`src/rtl/core/lcdnw_pkg.sv`:
```
package lcdnw_pkg;

    // widths of the configuration registers and of the write port
    localparam int EDGE_W      = 16;
    localparam int FIXED_W     = 24;
    localparam int CFG_INDEX_W = 1;
    localparam int CFG_DATA_W  = 24;

    // register indexes on the configuration port
    localparam logic [CFG_INDEX_W-1:0] REG_EDGE_DELAY = 1'b0;
    localparam logic [CFG_INDEX_W-1:0] REG_FIXED_WAIT = 1'b1;

    // item kinds on the command channel
    localparam logic MODE_TICK  = 1'b0;
    localparam logic MODE_START = 1'b1;

    // reset values of the timing registers
    localparam logic [EDGE_W-1:0]  EDGE_DELAY_RST = 16'd50;
    localparam logic [FIXED_W-1:0] FIXED_WAIT_RST = 24'd500000;

    // pin sequencer phases
    typedef enum logic [3:0] {
        PH_IDLE    = 4'd0,
        PH_POLL_EH = 4'd1,
        PH_POLL_EL = 4'd2,
        PH_POLL_P1 = 4'd3,
        PH_POLL_P2 = 4'd4,
        PH_POLL_P3 = 4'd5,
        PH_FIXED   = 4'd6,
        PH_HI_SET  = 4'd7,
        PH_HI_PUL  = 4'd8,
        PH_HI_HOLD = 4'd9,
        PH_LO_SET  = 4'd10,
        PH_LO_PUL  = 4'd11,
        PH_LO_HOLD = 4'd12
    } phase_t;

    typedef struct packed {
        logic       mode;
        logic [7:0] byte_value;
        logic       is_data;
        logic       check_busy;
        logic       send_both;
        logic       busy_pin;
    } cmd_item_t;

    typedef struct packed {
        logic       rs_line;
        logic       rw_line;
        logic       enable_line;
        logic [3:0] data_nibble;
        logic       host_drives_bus;
        logic       ready_res;
        logic       start_ignored;
    } res_item_t;

endpackage

```
`src/rtl/core/lcdnw_ifs.sv`:
```
// command channel
interface lcdnw_cmd_if
    import lcdnw_pkg::*;
();
    logic      valid;
    logic      ready;
    cmd_item_t data;

    modport source (output valid, output data, input ready);
    modport sink   (input valid, input data, output ready);
endinterface

// result channel
interface lcdnw_res_if
    import lcdnw_pkg::*;
();
    logic      valid;
    logic      ready;
    res_item_t data;

    modport source (output valid, output data, input ready);
    modport sink   (input valid, input data, output ready);
endinterface

// configuration write channel
interface lcdnw_cfg_if
    import lcdnw_pkg::*;
();
    logic                   valid;
    logic                   ready;
    logic [CFG_INDEX_W-1:0] index;
    logic [CFG_DATA_W-1:0]  data;

    modport source (output valid, output index, output data, input ready);
    modport sink   (input valid, input index, input data, output ready);
endinterface

```
`src/rtl/core/lcdnw_seq.sv`:
```
module lcdnw_seq
    import lcdnw_pkg::*;
#(
    parameter int DELAY_COUNTER_BITS = 24
)(
    input  logic               clk,
    input  logic               rst_n,
    input  logic               step_en,
    input  cmd_item_t          item,
    input  logic [EDGE_W-1:0]  edge_delay,
    input  logic [FIXED_W-1:0] fixed_wait,
    output res_item_t          result
);

    localparam int CW = DELAY_COUNTER_BITS;
    localparam logic [32:0] CNT_MAX = (33'd1 << CW) - 33'd1;

    phase_t          phase_reg, phase_next;
    logic [CW-1:0]   count_reg, count_next;
    logic [7:0]      byte_reg, byte_next;
    logic            rsel_reg, rsel_next;
    logic            both_reg, both_next;
    logic            busy_reg, busy_next;
    logic            rs_pin_reg, rs_pin_next;
    logic [3:0]      nib_reg, nib_next;
    logic [CW-1:0]   count_dec;
    logic [CW-1:0]   edge_load;
    logic            ignored;
    logic            polling;

    // counter load: zero counts as one, too large saturates
    function automatic logic [CW-1:0] load_ticks(input logic [FIXED_W-1:0] t);
        logic [32:0] t_ext;
        t_ext = 33'(t);
        if (t == '0)
            return CW'(1);
        else if (t_ext > CNT_MAX)
            return '1;
        else
            return t_ext[CW-1:0];
    endfunction

    assign edge_load = load_ticks(FIXED_W'(edge_delay));
    assign count_dec = count_reg - CW'(count_reg != '0);

    // next state for one item
    always_comb
    begin
        phase_next  = phase_reg;
        count_next  = count_reg;
        byte_next   = byte_reg;
        rsel_next   = rsel_reg;
        both_next   = both_reg;
        busy_next   = busy_reg;
        rs_pin_next = rs_pin_reg;
        nib_next    = nib_reg;
        ignored     = 1'b0;
        if (step_en)
        begin
            if (item.mode == MODE_START)
            begin
                if (phase_reg == PH_IDLE)
                begin
                    byte_next = item.byte_value;
                    rsel_next = item.is_data;
                    both_next = item.send_both;
                    busy_next = 1'b0;
                    if (item.check_busy)
                    begin
                        rs_pin_next = 1'b0;
                        phase_next  = PH_POLL_EH;
                        count_next  = edge_load;
                    end
                    else
                    begin
                        phase_next = PH_FIXED;
                        count_next = load_ticks(fixed_wait);
                    end
                end
                else
                begin
                    ignored = 1'b1;
                end
            end
            else if (phase_reg != PH_IDLE)
            begin
                count_next = count_dec;
                if (count_dec == '0)
                begin
                    count_next = edge_load;
                    unique case (phase_reg)
                        PH_POLL_EH:
                        begin
                            busy_next  = item.busy_pin;
                            phase_next = PH_POLL_EL;
                        end
                        PH_POLL_EL: phase_next = PH_POLL_P1;
                        PH_POLL_P1: phase_next = PH_POLL_P2;
                        PH_POLL_P2: phase_next = PH_POLL_P3;
                        PH_POLL_P3, PH_FIXED:
                        begin
                            if (phase_reg == PH_POLL_P3 && busy_reg)
                            begin
                                phase_next = PH_POLL_EH;
                            end
                            else
                            begin
                                rs_pin_next = rsel_reg;
                                nib_next    = byte_reg[7:4];
                                phase_next  = PH_HI_SET;
                            end
                        end
                        PH_HI_SET: phase_next = PH_HI_PUL;
                        PH_HI_PUL: phase_next = PH_HI_HOLD;
                        PH_HI_HOLD:
                        begin
                            if (both_reg)
                            begin
                                nib_next   = byte_reg[3:0];
                                phase_next = PH_LO_SET;
                            end
                            else
                            begin
                                phase_next = PH_IDLE;
                                count_next = '0;
                            end
                        end
                        PH_LO_SET: phase_next = PH_LO_PUL;
                        PH_LO_PUL: phase_next = PH_LO_HOLD;
                        default:
                        begin
                            phase_next = PH_IDLE;
                            count_next = '0;
                        end
                    endcase
                end
            end
        end
    end

    // pin levels after the item
    always_comb
    begin
        polling = (phase_next == PH_POLL_EH) || (phase_next == PH_POLL_EL) ||
                  (phase_next == PH_POLL_P1) || (phase_next == PH_POLL_P2) ||
                  (phase_next == PH_POLL_P3);
        result.rs_line         = rs_pin_next;
        result.rw_line         = polling;
        result.enable_line     = (phase_next == PH_POLL_EH) || (phase_next == PH_POLL_P2) ||
                                 (phase_next == PH_HI_PUL) || (phase_next == PH_LO_PUL);
        result.data_nibble     = nib_next;
        result.host_drives_bus = !polling;
        result.ready_res       = (phase_next == PH_IDLE);
        result.start_ignored   = ignored;
    end

    // sequencer state
    always_ff @(posedge clk or negedge rst_n)
    begin
        if (!rst_n)
        begin
            phase_reg  <= PH_IDLE;
            count_reg  <= '0;
            byte_reg   <= '0;
            rsel_reg   <= 1'b0;
            both_reg   <= 1'b0;
            busy_reg   <= 1'b0;
            rs_pin_reg <= 1'b0;
            nib_reg    <= '0;
        end
        else
        begin
            phase_reg  <= phase_next;
            count_reg  <= count_next;
            byte_reg   <= byte_next;
            rsel_reg   <= rsel_next;
            both_reg   <= both_next;
            busy_reg   <= busy_next;
            rs_pin_reg <= rs_pin_next;
            nib_reg    <= nib_next;
        end
    end

endmodule

```
`src/rtl/core/char_lcd_nibble_writer.sv`:
```
// Character LCD writer for a 4-bit HD44780-style bus. Each command item is
// either a tick (one time step of the pin sequencer) or a start that latches
// a byte and its options; every item returns exactly one result holding the
// pin levels after it. An item is registered on entry, runs through the
// sequencer's next-state logic and lands in a result register, so a new
// item is taken every clock cycle while the result channel does not stall;
// only a stalled result channel slows the flow. Timing registers: index 0
// sets the E setup/hold gap in ticks, index 1 the fixed wait used when busy
// polling is off; write them only while idle.
module char_lcd_nibble_writer
    import lcdnw_pkg::*;
#(
    parameter int DELAY_COUNTER_BITS = 24
)(
    input logic         clk,
    input logic         rst_n,
    lcdnw_cmd_if.sink   cmd,
    lcdnw_res_if.source res,
    lcdnw_cfg_if.sink   cfg
);

    logic               in_v_reg;
    cmd_item_t          in_item_reg;
    logic               out_v_reg;
    res_item_t          out_item_reg;
    logic [EDGE_W-1:0]  edge_delay_reg;
    logic [FIXED_W-1:0] fixed_wait_reg;
    logic               advance;
    logic               step_en;
    res_item_t          seq_result;

    assign advance   = !out_v_reg || res.ready;
    assign step_en   = in_v_reg && advance;
    assign cmd.ready = !in_v_reg || advance;
    assign cfg.ready = 1'b1;
    assign res.valid = out_v_reg;
    assign res.data  = out_item_reg;

    // configuration registers
    always_ff @(posedge clk or negedge rst_n)
    begin
        if (!rst_n)
        begin
            edge_delay_reg <= EDGE_DELAY_RST;
            fixed_wait_reg <= FIXED_WAIT_RST;
        end
        else if (cfg.valid)
        begin
            if (cfg.index == REG_EDGE_DELAY)
                edge_delay_reg <= cfg.data[EDGE_W-1:0];
            else if (cfg.index == REG_FIXED_WAIT)
                fixed_wait_reg <= cfg.data[FIXED_W-1:0];
        end
    end

    // input stage
    always_ff @(posedge clk or negedge rst_n)
    begin
        if (!rst_n)
            in_v_reg <= 1'b0;
        else if (cmd.ready)
            in_v_reg <= cmd.valid;
    end

    always_ff @(posedge clk)
    begin
        if (cmd.valid && cmd.ready)
            in_item_reg <= cmd.data;
    end

    lcdnw_seq #(
        .DELAY_COUNTER_BITS (DELAY_COUNTER_BITS)
    ) u_seq (
        .clk        (clk),
        .rst_n      (rst_n),
        .step_en    (step_en),
        .item       (in_item_reg),
        .edge_delay (edge_delay_reg),
        .fixed_wait (fixed_wait_reg),
        .result     (seq_result)
    );

    // result stage
    always_ff @(posedge clk or negedge rst_n)
    begin
        if (!rst_n)
            out_v_reg <= 1'b0;
        else if (advance)
            out_v_reg <= in_v_reg;
    end

    always_ff @(posedge clk)
    begin
        if (step_en)
            out_item_reg <= seq_result;
    end

    // checks
    a_idle_pins: assert property (@(posedge clk) disable iff (!rst_n)
        out_v_reg && out_item_reg.ready_res |-> !out_item_reg.enable_line &&
            !out_item_reg.rw_line)
        else $error("idle result shows E high or a read");

    a_bus_dir: assert property (@(posedge clk) disable iff (!rst_n)
        out_v_reg |-> out_item_reg.host_drives_bus == !out_item_reg.rw_line)
        else $error("bus direction disagrees with rw");

    a_ignored_busy: assert property (@(posedge clk) disable iff (!rst_n)
        out_v_reg && out_item_reg.start_ignored |-> !out_item_reg.ready_res)
        else $error("refused start reported while ready");

    a_accept_free: assert property (@(posedge clk) disable iff (!rst_n)
        !out_v_reg |-> cmd.ready)
        else $error("input stalled with empty result stage");

endmodule
```
`src/flat_wrapper.sv`:
```
// flat-port wrapper written by rule: the top's interface ports become plain ports
module char_lcd_nibble_writer_flat import lcdnw_pkg::*;
#(
    parameter int DELAY_COUNTER_BITS = 24
)
  (clk, rst_n, cmd_valid, cmd_data, cmd_ready, res_valid, res_data, res_ready, cfg_valid, cfg_index, cfg_data, cfg_ready);
  lcdnw_cmd_if cmd_i ();
  lcdnw_res_if res_i ();
  lcdnw_cfg_if cfg_i ();
  input logic clk;
  input logic rst_n;
  input wire logic [$bits(cmd_i.valid)-1:0] cmd_valid;
  input wire logic [$bits(cmd_i.data)-1:0] cmd_data;
  output wire logic [$bits(cmd_i.ready)-1:0] cmd_ready;
  output wire logic [$bits(res_i.valid)-1:0] res_valid;
  output wire logic [$bits(res_i.data)-1:0] res_data;
  input wire logic [$bits(res_i.ready)-1:0] res_ready;
  input wire logic [$bits(cfg_i.valid)-1:0] cfg_valid;
  input wire logic [$bits(cfg_i.index)-1:0] cfg_index;
  input wire logic [$bits(cfg_i.data)-1:0] cfg_data;
  output wire logic [$bits(cfg_i.ready)-1:0] cfg_ready;
  assign cmd_i.valid = cmd_valid;
  assign cmd_i.data = cmd_data;
  assign cmd_ready = cmd_i.ready;
  assign res_valid = res_i.valid;
  assign res_data = res_i.data;
  assign res_i.ready = res_ready;
  assign cfg_i.valid = cfg_valid;
  assign cfg_i.index = cfg_index;
  assign cfg_i.data = cfg_data;
  assign cfg_ready = cfg_i.ready;
  char_lcd_nibble_writer #(.DELAY_COUNTER_BITS(DELAY_COUNTER_BITS)) u_core (.clk(clk), .rst_n(rst_n), .cmd(cmd_i), .res(res_i), .cfg(cfg_i));
endmodule
```
`config.mk`:
```
export PLATFORM = sky130hd
export DESIGN_NAME = char_lcd_nibble_writer_flat
export DESIGN_NICKNAME = d
export VERILOG_FILES = /design/src/rtl/core/lcdnw_pkg.sv /design/src/rtl/core/lcdnw_ifs.sv /design/src/rtl/core/lcdnw_seq.sv /design/src/rtl/core/char_lcd_nibble_writer.sv /design/src/flat_wrapper.sv
export SDC_FILE = /design/constraint.sdc
export NUM_CORES = 1
export LEC_CHECK = 0
export BUFFER_PORTS_ARGS = -buffer_cell sky130_fd_sc_hd__clkbuf_2
export CORE_ASPECT_RATIO = 1.25
export CORE_MARGIN = 2
export CORE_UTILIZATION = 48
export DETAILED_ROUTE_END_ITERATION = 16
export GPL_ROUTABILITY_DRIVEN = 0
export PLACE_DENSITY = 0.67
export SLEW_MARGIN = 20
export SYNTH_ARGS = -nofsm -noshare
export SYNTH_HDL_FRONTEND = slang
export SYNTH_SLANG_ARGS = --single-unit
```
`constraint.sdc`:
```
create_clock -name clk -period 5.17 [get_ports clk]
set_input_delay 0 -clock clk [delete_from_list [all_inputs] [get_ports clk]]
set_output_delay 0 -clock clk [all_outputs]
set_load 0.1 [all_outputs]
```
==> metrics.md, run 1 <==
| Metric | Value |
|---|---|
| Status | `complete, no violations` |
| Post-CTS Setup Inserts | `0` |
| Clock Latency Late Sink | `0.35 ns` |
| Layout cells sized above 1 | `24.8%` |
| Ant. Diodes | `0` |
| M1 GR Usage | `28.0%` |
| Clk_skew | `~0.012 ns` |
| Post-Syn Area per Cell | `10.8 µm²` |
| Total Negative Setup Slacks | `0 ns` |
| CP startpoint kind | `register` |
| Hpwl dp | `9.46 mm` |
| Vias in the first global route | `4523` |
| Setup violators final | `0` |
| Beginning of the worst hold path | `cfg_index` |
| Syn Inst Count | `535` |
| P_leak | `0.00283 µW` |
| Worst VDD drop | `0.222 mV` |
| DRC errors left | `0` |
| CTS tree | `yes` |
| Pre-CTS setup slack | `0.875 ns` |
| DR vias | `4551` |
| Top Usage Layer GRT | `met2` |
| Clock-pin slew on the worst setup and hold paths | `0.07 ns` |
| IO buf count | `between 50 and 60` |
| Met2 Use GR | `38.0%` |
| Initial DRC count | `256` |
| Area grow syn2layout | `19.7%` |
| First-pass GRT wire length | `22.5 mm` |
| Total CTS buffers | `9` |
| Sequential area share after synthesis | `approximately 50%` |
| Post-route ant nets | `0` |
| Crit path largest cell delay | `0.53 ns` |
| Post-synth top area share | `about 33%` |
| Vias/cell | `5.81` |
| GRT Util Overall | `between 20% and 30%` |
| Clock tree buffer depth | `2` |
| #FFs+latches synth | `109` |
| GR Util met3 | `3.64%` |
| Worst-margin pin slew | `0.787 ns` |
| Overflow after GRT | `0` |
| Fin crit period | `4.39 ns` |
| Area contributors post-synth | `dfrtp_1 (33%), edfxtp_1 (12%), mux2_2 (10%)` |
| Clock Sinks | `109` |
| H-tree depth | `3` |
| DIE AREA | `approximately 13000 µm²` |
| Kind of critical path | `reg2reg` |
| CTS resizes | `0` |
| PwrDens | `roughly 460 nW/µm²` |
| Synth Warn # | `0` |
| Core box area | `11700 µm²` |
| Final WL | `13.7 mm` |
| Root Buffer | `clkbuf_16` |
| Die X-Extent | `102 µm` |
| Pre-Repair DR Iteration Count | `7` |
| Die H | `126 µm` |
| Critical Path, Cell by Cell | `nor3_1 > buf_4 > and4_1 > nand3_1 > ha_1 > ha_1 > nor4b_2 > nand3_1 > o31a_1 > nor4_4 > nand3_2 > or4_1 > or2_1 > nand2_1 > o21ai_0` |
| Number of fillers in the final layout | `1037` |
| Unique masters post-synth | `64` |
| Post-synth top area cell | `dfrtp_1` |
| Hold Path Class | `in2reg` |
| DR WL/cell | `17.6 µm` |
| Final max-slew violation count | `0` |
| Initial Utilization | `49.3%` |
| Critical-path top delay cell | `nor4b_2` |
| Max cap viols | `0` |
| Final WS setup | `0.783 ns` |
| Maximum clock frequency | `228 MHz` |
| Crit path launch | `u_core.u_seq.count_reg[6]$_DFFE_PN0P_` |
| Element type at the critical path end | `register` |
| Rows | `44` |
| Io pins | `56` |
| CP Max Fanout | `11` |
| Final hold vios | `0` |
| Area occupied by multi-input gates | `2720 µm²` |
| Worst Path Arrival | `4.48 ns` |
| Fraction of registers with async set/reset | `78.9%` |
| Seq. cell area | `2860 µm²` |
| Final worst-path cycle share | `84.8%` |
| Final net count | `662` |
| Slew HR | `47.5%` |
| Post-synthesis cell area | `5760 µm²` |
| Critical Path RT | `5.26 ns` |
| Top FF cell, synth | `dfrtp_1` |
| Post-synth EDFFs | `23` |
| Initial antenna violation count | `0` |
| Syn Nets | `580` |
| Largest net degree at the start of global routing | `86` |
| RSZ-0062 raised after global routing | `false` |
| Worst r2r src | `u_core.u_seq.count_reg[6]$_DFFE_PN0P_` |
## cell usage in the layout, fill, tap and decap left out, types with 5 or more instances in the layout
cell           count
a211oi_1           8
a21o_1             5
a21oi_1           29
a22o_1             8
a22oi_1            7
a31oi_1            5
buf_4              7
clkbuf_16          9
clkbuf_2          53
dfrtp_1           76
dfstp_2           10
dlygate4sd3_1     42
edfxtp_1          23
inv_1             10
mux2_2            53
mux2i_1           21
nand2_1           40
nand2b_1           8
nand3_1           16
nand4_1            6
nor2_1            36
nor2b_1            7
nor3_1            14
nor4_1            13
o21ai_0           37
xnor2_1            9
## kinds of logic (layout without fill, tap and decap cells)
group / Yosys count / count (layout) / synth area share (%)
xor gates and xnor gates: 13 / 13 / 1.98
muxes: 76 / 76 / 14.5
and+or+nand+nor: 172 / 172 / 16.9
AOI/OAI and AO/OA: 120 / 120 / 13.3
buffers and inverters: 42 / 129 / 3.26
other: 1 / 1 / 0.0652
DFF: 109 / 109 / 49.6
adders and majority gates: 2 / 2 / 0.435
## what timing repair did
| item | CTS | global route |
|---|---|---|
| hold endpoints to repair | 56 | 0 |
| hold buffers | 42 | 0 |
| endpoints found under the setup margin | 0 | 0 |
## through the flow
stage / util (%) / hold WS [ns] / power [µW] / instances / area (µm²)
4_1_cts: 59.0 / 0.171 / 3180 / 783 / 6880
5_1_grt: 59.0 / 0.209 / 3350 / 783 / 6890
6_report: 59.0 / 0.184 / 3180 / 783 / 6890
2_1_floorplan: - / -0.296 / 2150 / 535 / 5760
3_5_place_dp: 52.5 / -0.212 / 2400 / 725 / 6130
3_3_place_gp: 52.5 / -0.211 / 2360 / 725 / 6130
## where the power goes
| group | internal [µW] | switching [µW] | total, µW |
|---|---|---|---|
| Clock | 443 | 313 | 757 |
| Sequential | 1100 | 278 | 1380 |
| Combinational | 451 | 599 | 1050 |
| Total | 1990 | 1190 | 3180 |
## per-layer routing
layer / part of all wire, % / vias to the layer above
met5: 0 / -
met4: 2.5 / 0
met3: 3.1 / 32
met2: 52 / 121
met1: 43 / 2256
li1: - / 2142
## synthesized netlist by cell type (8+ instances only)
library cell	count
nor3_1	14
dfrtp_1	76
o21ai_0	37
mux2_2	53
a211oi_1	8
nor2_1	36
nand2_1	41
a22o_1	8
nor4_1	13
dfstp_2	10
nand2b_1	8
xnor2_1	9
nand3_1	16
inv_1	10
clkbuf_1	20
edfxtp_1	23
a21oi_1	29
mux2i_1	21
## critical path, delay by kind of cell (launching register included)
| family | cells | cell delay (ns) |
|---|---|---|
| buf+inv | 1 | 0.18 |
| compound gates | 2 | 0.43 |
| fa+ha+maj | 2 | 0.52 |
| simple gates | 10 | 2.52 |
| flops | 1 | 0.48 |
## cell type report
type / count / area share (%)
clock inverter: 5 / 1.25
clock buffer: 11 / 3.52
timing repair buffer: 103 / 10.9
inverter: 10 / 0.545
sequential: 109 / 41.5
tap: 161 / 2.92
multi-input combinational: 384 / 39.4
## worst paths after layout
| kind | to | slack, ns | depth (start not counted) |
|---|---|---|---|
| max in group asynchronous | u_core.u_seq.count_reg[8]$_DFFE_PN0P_ | 4.27 | 3 |
| setup reg to reg | u_core.res.data[6]$_DFFE_PP_ | 0.78 | 15 |
| hold reg to reg | u_core.u_seq.byte_reg[4]$_DFFE_PN0P_ | 0.48 | 1 |
| hold / removal | u_core.edge_delay_reg[2]$_DFFE_PN0P_ | 0.18 | 5 |
| setup / recovery | u_core.res.data[6]$_DFFE_PP_ | 0.78 | 15 |
| min in group asynchronous | u_core.fixed_wait_reg[21]$_DFFE_PN0P_ | 0.35 | 3 |
Note: power is estimated with default switching activity, not from simulation.
==> inputs of run 2 (changes only) <==
==> constraint.sdc (replaced) <==
create_clock -name clk -period 4.35 [get_ports clk]
set_input_delay 0 -clock clk [delete_from_list [all_inputs] [get_ports clk]]
set_output_delay 0 -clock clk [all_outputs]
set_load 0.1 [all_outputs]
==> run 2 against run 1 <==
Clock power up 9.1%. Sequential cell count unchanged. Count of clock-buffer cells in the layout down 2. Via count up 0.15%. Global-route usage up 0.57 points. Non-clock buffer count up 4.
==> metrics.md, run 2 (synthesis results as in run 1) <==
| Metric | Value |
|---|---|
| Clock tree buffer depth | `2 (unchanged)` |
| Clock Latency Late Sink | `0.36 ns (was 0.35 ns)` |
| Initial DRC count | `260 (was 256)` |
| Clk_skew | `0.00869 ns (was 0.0122 ns)` |
| GR Util met3 | `4.02% (was 3.64%)` |
| RSZ-0062 raised after global routing | `false (unchanged)` |
| M1 GR Usage | `27.9% (was 28.0%)` |
| Element type at the critical path end | `register (unchanged)` |
| Top Usage Layer GRT | `met2 (unchanged)` |
| Slew HR | `29.6% (was 47.5%)` |
| Status | `complete, no violations (unchanged)` |
| Final worst-path cycle share | `93.8% (was 84.8%)` |
| Clock-pin slew on the worst setup and hold paths | `0.07 ns (about the same)` |
| First-pass GRT wire length | `22.7 mm (was 22.5 mm)` |
| GRT Util Overall | `22.6% (was 22.1%)` |
| Gate power share | `34.6% (was 33.0%)` |
| CP startpoint kind | `register (unchanged)` |
| Area grow syn2layout | `20.1% (was 19.7%)` |
| Total CTS buffers | `9 (unchanged)` |
| Critical Path RT | `4.44 ns (was 5.26 ns)` |
| Sequential share of power | `43.5% (was 43.2%)` |
| Rows | `44 (unchanged)` |
| Final max-slew violation count | `0 (unchanged)` |
| DR WL/cell | `17.7 µm (was 17.6 µm)` |
| DIE AREA | `12900 µm² (unchanged)` |
| Vias/cell | `5.80 (was 5.81)` |
| Max cap viols | `0 (unchanged)` |
| H-tree depth | `3 (unchanged)` |
| PwrDens | `546 nW/µm² (was 462 nW/µm²)` |
| Clock Sinks | `109 (unchanged)` |
| Commonest non-fill, non-tap cells in the layout | `dfrtp_1 (72), mux2_2 (53), clkbuf_2 (53), dlygate4sd3_1 (41), nand2_1 (40) (was dfrtp_1 (76), mux2_2 (53), clkbuf_2 (53), dlygate4sd3_1 (42), nand2_1 (40))` |
| Final hold vios | `0 (unchanged)` |
| Initial Utilization | `49.3% (unchanged)` |
| Worst-margin pin slew | `1.05 ns (was 0.787 ns)` |
| Worst Path Arrival | `4.18 ns (was 4.48 ns)` |
| Placed instance count | `728 (was 725)` |
| Largest net degree at the start of global routing | `87 (was 86)` |
| CTS tree | `yes (unchanged)` |
| CP Max Fanout | `7 (was 11)` |
| DRC errors left | `0 (unchanged)` |
| Fin cells | `786 (was 783)` |
| Die H | `126 µm (unchanged)` |
| P_leak | `0.00283 µW (about the same)` |
| IO buf count | `54 (unchanged)` |
| Hold WS | `0.166 ns (was 0.184 ns)` |
| Post-route ant nets | `0 (unchanged)` |
| Hold Path Class | `in2reg (unchanged)` |
| Die X-Extent | `102 µm (unchanged)` |
| Switching part of the total power | `38.4% (was 37.4%)` |
| Ant. Diodes | `0 (unchanged)` |
| P_sw | `1450 µW (was 1190 µW)` |
| Kind of critical path | `reg2reg (unchanged)` |
| Root Buffer | `clkbuf_16 (unchanged)` |
| DR vias | `4558 (was 4551)` |
| Hpwl dp | `9.64 mm (was 9.46 mm)` |
| Clk pwr share | `21.9% (was 23.8%)` |
| Commonest non-fill, non-tap cell in the layout | `dfrtp_1 (unchanged)` |
| Worst VDD drop | `0.476 mV (was 0.222 mV)` |
| Core box area | `11700 µm² (unchanged)` |
| Overflow after GRT | `0 (unchanged)` |
| Met2 Use GR | `38.9% (was 38.0%)` |
| Setup violators final | `0 (unchanged)` |
| Maximum clock frequency | `245 MHz (was 228 MHz)` |
| Pre-Repair DR Iteration Count | `5 (was 7)` |
| Final net count | `666 (was 662)` |
| Fin crit period | `4.08 ns (was 4.39 ns)` |
| Initial antenna violation count | `0 (unchanged)` |
| Total Negative Setup Slacks | `0 ns (unchanged)` |
| Final WL | `13.9 mm (was 13.7 mm)` |
| Io pins | `56 (unchanged)` |
| Number of fillers in the final layout | `1024 (was 1037)` |
| P_int | `2330 µW (was 1990 µW)` |
| Layout cells sized above 1 | `26.4% (was 24.8%)` |
| Vias in the first global route | `4556 (was 4523)` |
run 2: cell types whose count changed in the layout (fill, tap and decap cells not counted), sizes merged:
cell | previous run | this run
buf | 8 | 13
bufinv | 2 | 1
clkbuf | 64 | 62
clkinv | 0 | 2
clkinvlp | 0 | 1
dlygate4sd3 | 42 | 41
inv | 13 | 12
run 2: worst max-delay path, stage by stage (launching register included):
cell and delay [ns]:
dfrtp_1 0.45, nor4_4 0.45, and4_1 0.32, nand3_1 0.10
ha_1 0.31, nor4b_1 0.53, nand4_1 0.16, nor2_1 0.12
and4_1 0.22, nand3_2 0.17, or4_1 0.52, or2_1 0.29
nand2_1 0.07, o21ai_0 0.11
run 2: cell type report:
class | instances | area [µm²] | share of cell area (%)
clock buffers | 9 | 225 | 3.26
multi-input cells | 384 | 2740 | 39.6
repair buffers | 107 | 777 | 11.2
well taps | 161 | 201 | 2.91
inverters | 10 | 37.5 | 0.543
clock inverters | 6 | 71.3 | 1.03
flip-flops and latches | 109 | 2860 | 41.4
run 2: power by group through the flow:
| stage | Sequential, µW | Combinational [µW] | Clock (µW) |
|---|---|---|---|
| after floorplan | 1610 | 941 | 0 |
| after global placement | 1620 | 1210 | 0 |
| after CTS | 1620 | 1270 | 844 |
| after detailed placement | 1640 | 1230 | 0 |
| after global routing | 1680 | 1430 | 884 |
| final | 1640 | 1310 | 826 |
run 2: repair_timing:
action,4_1_cts,5_1_grt
hold buffers,41,0
resized for setup,0,9
setup buffers,0,2
endpoints found under the hold margin,131,0
endpoints found under the setup margin,0,11
run 2: routing by layer:
layer  routed length, µm  vias to the layer above  part of all wire [%]
met5                   0                        -                     0
met4                 417                        0                   3.0
met3                 538                       33                   3.9
met2                7040                      159                    50
met1                5950                     2215                    43
li1                    -                     2151                     -
run 2: path summary, 6_finish.rpt:
path,from,end,slack (ns),depth (start not counted)
min in group asynchronous,rst_n,u_core.fixed_wait_reg[23]$_DFFE_PN0P_,0.25,2
setup / recovery,u_core.u_seq.count_reg[9]$_DFFE_PN0P_,u_core.res.data[4]$_DFFE_PP_,0.27,13
max in group asynchronous,rst_n,u_core.u_seq.count_reg[8]$_DFFE_PN0P_,3.50,2
setup reg to reg,u_core.u_seq.count_reg[9]$_DFFE_PN0P_,u_core.res.data[4]$_DFFE_PP_,0.27,13
hold reg to reg,u_core.in_item_reg[9]$_DFFE_PP_,u_core.u_seq.byte_reg[5]$_DFFE_PN0P_,0.48,1
hold / removal,cfg_index,u_core.edge_delay_reg[2]$_DFFE_PN0P_,0.17,5
run 2: metrics by stage:
step | utilization [%] | area [µm²] | total power (µW) | worst slack [ns]
floorplan | - | 5760 | 2550 | 0.477
global placement | 52.7 | 6150 | 2830 | 0.254
detailed placement | 52.7 | 6150 | 2870 | 0.148
CTS | 58.8 | 6860 | 3730 | 0.141
global route | 59.2 | 6910 | 3990 | 0.0149
finish | 59.2 | 6910 | 3780 | 0.268
